--- src/sv/sik_pkg.sv ---
// shared types, constants and the cordic angle table for the scara inverse kinematics block
// no dependencies
package sik_pkg;

  // arm geometry and polynomial coefficients
  localparam int C_RAD0 = -66015625;
  localparam int C_RAD1 = 106250;
  localparam int C_OFF1 = 8125;
  localparam int C_ARM = 300;
  localparam int C_OFF2 = 625;
  localparam int C_LIFT = 25;
  localparam int C_FULL = 360;
  localparam int C_HALF_TURN = 180;
  localparam int C_QUARTER = 90;

  // configuration register indexes
  localparam logic CFG_MAX_RADIUS = 1'b0;
  localparam logic CFG_MIN_RADIUS = 1'b1;

  // atan(2^-i) in units of 1e-10 degree
  localparam int ATAN_TAB_LEN = 28;
  localparam longint unsigned ATAN_UNIT = 64'd10000000000;
  localparam longint unsigned ATAN_TAB [ATAN_TAB_LEN] = '{
    64'd450000000000, 64'd265650511771, 64'd140362434679, 64'd71250163489,
    64'd35763343750, 64'd17899106082, 64'd8951737102, 64'd4476141709,
    64'd2238105004, 64'd1119056771, 64'd559528919, 64'd279764526,
    64'd139882271, 64'd69941137, 64'd34970569, 64'd17485284,
    64'd8742642, 64'd4371321, 64'd2185661, 64'd1092830,
    64'd546415, 64'd273208, 64'd136604, 64'd68302,
    64'd34151, 64'd17075, 64'd8538, 64'd4269
  };

  // control carried alongside each operand pair through the cordic row
  typedef struct packed {
    logic vld;
    logic zero;
  } sik_tag_t;

  // step angle scaled to frac fraction bits, rounded to nearest
  function automatic longint unsigned step_angle(int i, int frac);
    longint unsigned a;
    a = ATAN_TAB[i % ATAN_TAB_LEN];
    return ((a << frac) + ATAN_UNIT / 2) / ATAN_UNIT;
  endfunction

endpackage

--- src/sv/sik_sqrt.sv ---
// iterative integer square root, one result bit per cycle
// depends on sik_pkg
module sik_sqrt import sik_pkg::*; #(
  parameter int FRAC_BITS = 16
) (
  input  logic                    clk_i,
  input  logic                    rst_ni,
  input  logic                    start_i,
  input  logic [33:0]             rad_i,
  output logic                    done_o,
  output logic [17+FRAC_BITS-1:0] root_o
);
  localparam int NIT = 17 + FRAC_BITS;
  localparam int RW = NIT;
  localparam int SW = 2 * NIT;
  localparam int CW = $clog2(NIT + 1);

  logic [SW-1:0] sr_q, sr_d;
  logic [RW+1:0] rem_q, rem_d, rem_sh, trial;
  logic [RW-1:0] root_q, root_d;
  logic [CW-1:0] cnt_q, cnt_d;
  logic          busy_q, busy_d, done_q, done_d;

  // one restoring step per cycle
  always_comb begin
    sr_d = sr_q;
    rem_d = rem_q;
    root_d = root_q;
    cnt_d = cnt_q;
    busy_d = busy_q;
    done_d = 1'b0;
    rem_sh = {rem_q[RW-1:0], sr_q[SW-1:SW-2]};
    trial = {root_q, 2'b01};
    if (start_i) begin
      sr_d = {rad_i, {(2 * FRAC_BITS){1'b0}}};
      rem_d = '0;
      root_d = '0;
      cnt_d = CW'(NIT);
      busy_d = 1'b1;
    end else if (busy_q) begin
      sr_d = {sr_q[SW-3:0], 2'b00};
      if (rem_sh >= trial) begin
        rem_d = rem_sh - trial;
        root_d = {root_q[RW-2:0], 1'b1};
      end else begin
        rem_d = rem_sh;
        root_d = {root_q[RW-2:0], 1'b0};
      end
      cnt_d = cnt_q - 1'b1;
      if (cnt_q == CW'(1)) begin
        busy_d = 1'b0;
        done_d = 1'b1;
      end
    end
  end

  always_ff @(posedge clk_i or negedge rst_ni) begin
    if (!rst_ni) begin
      cnt_q <= '0;
      busy_q <= 1'b0;
      done_q <= 1'b0;
    end else begin
      cnt_q <= cnt_d;
      busy_q <= busy_d;
      done_q <= done_d;
    end
  end

  // datapath
  always_ff @(posedge clk_i) begin
    sr_q <= sr_d;
    rem_q <= rem_d;
    root_q <= root_d;
  end

  assign done_o = done_q;
  assign root_o = root_q;

endmodule

--- config.mk ---
export PLATFORM = sky130hd
export DESIGN_NAME = sik_sqrt
export DESIGN_NICKNAME = d
export VERILOG_FILES = /design/src/sv/sik_pkg.sv /design/src/sv/sik_sqrt.sv
export SDC_FILE = /design/constraint.sdc
export NUM_CORES = 1
export LEC_CHECK = 0
export BUFFER_PORTS_ARGS = -buffer_cell sky130_fd_sc_hd__buf_4
export CAP_MARGIN = 5
export CORE_MARGIN = 2
export CORE_UTILIZATION = 59
export DETAILED_ROUTE_END_ITERATION = 8
export PLACE_DENSITY = 0.9
export SLEW_MARGIN = 20
export SYNTH_ARGS = -nofsm -noshare
export SYNTH_HDL_FRONTEND = slang
export SYNTH_SLANG_ARGS = --single-unit
--- constraint.sdc ---
create_clock -name clk_i -period 3.1 [get_ports clk_i]
set_clock_uncertainty 0.2 [all_clocks]
set_input_delay 0.31 -clock clk_i [delete_from_list [all_inputs] [get_ports clk_i]]
set_output_delay 0.31 -clock clk_i [all_outputs]
set_load 0.02 [all_outputs]
### Word level (Yosys, flattened, before mapping)

Cells that the tools add are included.

* bits in registers: 108
* logic and storage cells: 23
* output and inout port bits: 34
* input port bits: 37

* add/subtract/negate cells: 2
* reductions and logical operators: 1
* muxes and demuxes: 12
* magnitude comparators: 1
* equality and inequality tests: 1

Operator list (count)
* 66-bit two-way mux: 2
* 35-bit >= comparator: 1
* 33-bit two-way mux: 1
* 33-bit subtractor: 1
* 6-bit two-way mux: 2
* 1-bit two-way mux: 7
* 6-bit by 1-bit == test with 1-bit output, second input constant: 1
* 6-bit by 1-bit subtractor with 6-bit output, second input constant: 1
* 2-bit nonzero test: 1

### Longest topological paths before layout

* word-level depth: 4
* depth in mapped cells: 12
* gate-level depth less buffers: 10

### Worst setup path after synthesis

OpenSTA, ideal clock, no wires.

* path type: flip-flop to flip-flop
* from: register root_q[15] (netlist: root_o[15])
* to: register rem_q[23]
* data arrival time: 2.665 ns
* clock period less this slack: 2.956 ns
* setup time: 0.091 ns
* setup slack: 0.144 ns
* data required time: 2.809 ns
* path buffers: 2
* cell stages (with the launch flop): 11
* cells stage by stage: dfxtp_1 inv_1 ha_1 buf_2 nand4_1 or4_1 o31a_1 o21a_1 buf_6 a311o_1 a311oi_1

* cells in the longest elaborated chain, start to end: 2
* elaborated cells between the ends (all ways): 3
* those cells by class: add/sub: 1; order compare: 1; mux: 1

RTL lines
* start: declaration: RTL line sik_sqrt.sv:20 `logic [RW-1:0] root_q, root_d;`
* start signal: assignment: RTL line sik_sqrt.sv:73 `root_q <= root_d;`
* 33-bit subtractor / 35-bit >= comparator (equally long branches): RTL line sik_sqrt.sv:43, sik_sqrt.sv:42
* 33-bit two-way mux (*): RTL line sik_sqrt.sv:42 `if (rem_sh >= trial) begin`
* end signal: assignment: RTL line sik_sqrt.sv:72 `rem_q <= rem_d;`
* end: declaration: RTL line sik_sqrt.sv:19 `logic [RW+1:0] rem_q, rem_d, rem_sh, trial;`

Mark *: on every way between the ends. The rest lies on a longest branch, timed or not.
A chain may end at the register's enable or synchronous reset.

### Worst setup path in the final report

* from: register root_q[15] (netlist: root_o[15])
* to: register rem_q[20]

Same word-level chain as after synthesis.

==> results.py <==
metrics = {
    "power_and_ir_drop": {
        "power.density_mw_per_mm2": 979.8,
        "vdd_drop_max_v": 0.0004880,
        "p_int_mw": 4.208,
        "net-switching-power_mw": 3.461,
        "comb_power_share": 0.620,
        "swShare": 0.4513,
        "power.leakage_nw": 3.473,
        "power_frac_seq": 0.270,
        "pwr-share-clk": 0.110,
    },
    "synth": {
        "synth_edf_count": 34,
        "synth_seq_cells": 108,
        "netlist_instances": 708,
        "yosysTopAreaCell": "dfxtp_1",
        "synth_nets": 782,
        "ys_async_sr_fraction": 0.07407,
        "yosys-top-cells-area": "dfxtp_1 (21%), edfxtp_1 (16%), ha_1 (7.3%)",
        "netlist_area_mm2": 0.006345,
        "synth_ff_type": "dfxtp_1",
        "ys_seq_area_frac": 0.4007,
        "synth_top_cell_area_share": 0.2082,
        "yosys.cell_types.count": 60,
        "synth_area_per_cell_um2": 8.962,
        "ys_warn_count": 0,
    },
    "timing": {
        "final_max_slew_viol_count": 0,
        "period_share": 0.9704,
        "finalHoldViolCount": 0,
        "finalSetupViolations": 0,
        "tightestPinTransition_ps": 774.8,
        "period_needed_ps": 3008,
        "slew_headroom": 0.4762,
        "fmax_mhz": 332.4,
        "fin_tns_setup_ps": 0,
    },
    "floorplanning": {
        "initial_utilization": 0.6118,
        "die_y_um": 107.7,
        "core_area_mm2": 0.01037,
        "io_pins": 71,
        "die_area_mm2": 0.01160,
        "rows": 37,
        "die_x_um": 107.7,
    },
    "global_routing": {
        "grt_overflow": 0,
        "grt_pass1_wl_mm": 27.41,
        "grt_pass1_vias": 5604,
        "track_usage": 0.3016,
        "grt_max_degree": 58,
        "grt_antenna_before_repair": 0,
    },
    "detailed_routing": {
        "wl_mm": 17.28,
        "drt_iter0_drc": 696,
        "routedWlPerCell_um": 17.85,
        "ant_nets": 0,
        "num_vias": 5914,
        "drt_first_pass_iters": 8,
        "drc_errors": 0,
        "vias_per_cell": 6.110,
    },
    "layout": {
        "fin_nets": 901,
        "syn2layout_area_growth_pct": 23.35,
        "fin_area_mm2": 0.007826,
        "drive_gt1_frac": 0.2428,
        "n_fill_cell": 692,
        "n_antenna_cell": 0,
    },
    "placement": {
        "dp_hpwl_mm": 11.24,
        "gp_congestion": 0.9826,
        "portBuffers": 70,
        "place_area_mm2": 0.007253,
    },
    "clock_tree": {
        "cts_buffer_depth": 2,
        "cts_tree": "built",
        "numCtsBuffers": 9,
        "cts_root_buffer": "clkbuf_8",
        "htree_levels": 3,
        "clkSlewWorstSetupHoldPaths_ps": 110,
        "cts_sinks": 108,
        "clk_latency_ps": 420,
    },
    "worst_setup_path": {
        "critPathSlowestCell": "dfxtp_1",
        "cp.arrival_ps": 3130,
        "endpoint_kind": "flop",
        "crit_required_ps": 3220,
        "crit_top_cell": "buf_4",
        "r2r_cells": 12,
        "crit_fanout": 25,
        "crit_path_cell_trace": "inv_1 -> ha_1 -> buf_4 -> nand2_1 -> o21ai_0 -> a221o_1 -> o31ai_2 -> buf_4 -> o21ai_2 -> buf_12 -> and3_1 -> nor4_2",
        "rr_startpoint": "root_o[15]",
        "cp-start-kind": "flop",
        "worstSetupPathType": "flop to flop",
        "r2r_end": "rem_q[20]",
        "ff2ff_setup_slack_ps": 90,
        "cpPeakStageDelay_ps": 400,
    },
    "hold_path": {
        "hold_class": "primary input to flop",
        "min_to": "sr_q[54]",
        "min_path_cells": 2,
        "hp-start": "rad_i[22]",
    },
    "run_status": {
        "status": "finished clean",
    },
    "flow_run": {
        "maxCapViolations": 0,
    },
}
## area by class of cell
| class | instances | area, µm² | share of cell area |
|---|---|---|---|
| clock buffers | 9 | 123.9 | 0.01583 |
| multi-input cells | 519 | 3603 | 0.4604 |
| clock inverters | 7 | 55.05 | 0.007034 |
| inverters | 46 | 172.7 | 0.02206 |
| well taps | 136 | 170.2 | 0.02174 |
| repair buffers | 143 | 1145 | 0.1463 |
| flip-flops and latches | 108 | 2556 | 0.3266 |
## worst max-delay path by stage
stage	start	end	slack (ps)	cells past startpoint
after floorplan	root_o[15]	rem_q[23]	140	10
after global placement	root_o[8]	rem_q[24]	90	10
after detailed placement	root_o[8]	rem_q[24]	7	10
after CTS	root_o[28]	rem_q[7]	10	9
after global routing	root_o[1]	rem_q[27]	-90	12
final	root_o[15]	rem_q[20]	90	12
## per-layer routing
layer | track usage | routed length (µm) | share of wire
met3 | 0.05751 | 1209 | 0.070
met4 | 0.1328 | 572 | 0.033
met1 | 0.3744 | 6835 | 0.40
met5 | 0 | 0 | 0
met2 | 0.5090 | 8661 | 0.50
## per-stage QoR
stage | setup WS (ps) | hold slack [ps] | utilization | std cells | power, mW
after floorplan | 144.2 | -185.6 | - | 708 | 5.149
after global placement | 92.16 | -71.48 | 0.6994 | 925 | 6.142
after detailed placement | 6.780 | -66.72 | 0.6994 | 925 | 6.335
after CTS | 14.99 | 1.869 | 0.7385 | 963 | 7.231
after global routing | -92.51 | 1.731 | 0.7547 | 968 | 8.190
final | 91.70 | 18.87 | 0.7547 | 968 | 7.669
## worst max-delay path: cells and delay by family (launching register included)
| family | cells | cell delay (ps) |
|---|---|---|
| AOI/OAI and AO/OA | 4 | 910 |
| buffers and inverters | 4 | 590 |
| and+or+nand+nor | 3 | 520 |
| DFF | 1 | 400 |
| adders and majority gates | 1 | 310 |
## cells by family (layout without fill, tap and decap cells)
family	count (synthesis)	after routing	share of synthesized area
AOI/OAI and AO/OA	144	144	0.1528
xor gates and xnor gates	26	26	0.03589
adders and majority gates	37	37	0.07296
buffers and inverters	81	205	0.05068
DFF	108	108	0.4007
muxes	66	66	0.1104
and+or+nand+nor	246	246	0.1765
## state kept, by name, summed over array words and instances, names as in the netlist
| name | count |
|---|---|
| sr_q | 34 |
| root_o | 33 |
| rem_q | 33 |
| cnt_q | 6 |
| done_o | 1 |
| busy_q | 1 |
## cell usage after synthesis, types with 4 or more instances
master    count
edfxtp_1     34
a31oi_1       5
dfrtp_1       8
a21oi_1      39
inv_1        46
nand2_1      81
and2_1        5
nor3_1        8
ha_1         37
nand2b_1      5
clkbuf_1     22
xnor2_1      16
nand4_1      13
mux2i_1      34
nor2_1       93
mux2_2       32
a311oi_1     26
and3_1        7
a21o_1        4
buf_2         8
a211oi_1      7
xor2_1       10
buf_1         4
nor2b_1       8
o211ai_1      5
nor3b_1       5
o21ai_0      24
o21a_1        5
dfxtp_1      66
## power groups by stage
stage	clock (mW)	combinational (mW)	sequential [mW]
3_3_place_gp	0	4.09	2.05
5_1_grt	0.902	5.19	2.10
6_report	0.842	4.75	2.07
3_5_place_dp	0	4.26	2.07
2_1_floorplan	0	3.18	1.97
4_1_cts	0.844	4.34	2.05
## cell usage in the layout (no fill, tap or decap), types with 3 or more instances in the layout
cell / Yosys / layout
nand3_1: 3 / 3
inv_1: 46 / 46
mux2i_1: 34 / 34
dfxtp_1: 66 / 58
xnor2_1: 16 / 16
nor3b_1: 5 / 4
mux2_2: 32 / 32
nor3_1: 8 / 8
a311oi_1: 26 / 24
o21ai_0: 24 / 23
nor2_1: 93 / 93
a211oi_1: 7 / 6
edfxtp_1: 34 / 34
ha_2: 0 / 8
o21a_1: 5 / 4
nand4_1: 13 / 13
nand2b_1: 5 / 5
and2_1: 5 / 5
o211ai_1: 5 / 5
a31oi_1: 5 / 4
or3_1: 3 / 3
buf_4: 0 / 119
inv_6: 0 / 4
dlygate4sd3_1: 0 / 22
dfrtp_1: 8 / 7
dfxtp_2: 0 / 8
nand2_1: 81 / 80
ha_1: 37 / 27
or4_1: 3 / 3
xor2_1: 10 / 10
clkbuf_8: 0 / 9
a21o_1: 4 / 4
o21ai_1: 3 / 4
and3_1: 7 / 7
a21oi_1: 39 / 37
nor2b_1: 8 / 8
## repair_timing
| item | CTS | global route |
|---|---|---|
| pin swaps | 0 | 9 |
| setup buffers | 0 | 5 |
| setup endpoints to repair | 1 | 32 |
| hold endpoints to repair | 29 | 0 |
| hold buffers | 22 | 0 |
| resized for setup | 1 | 33 |
Power figures use the tool's default switching activity.
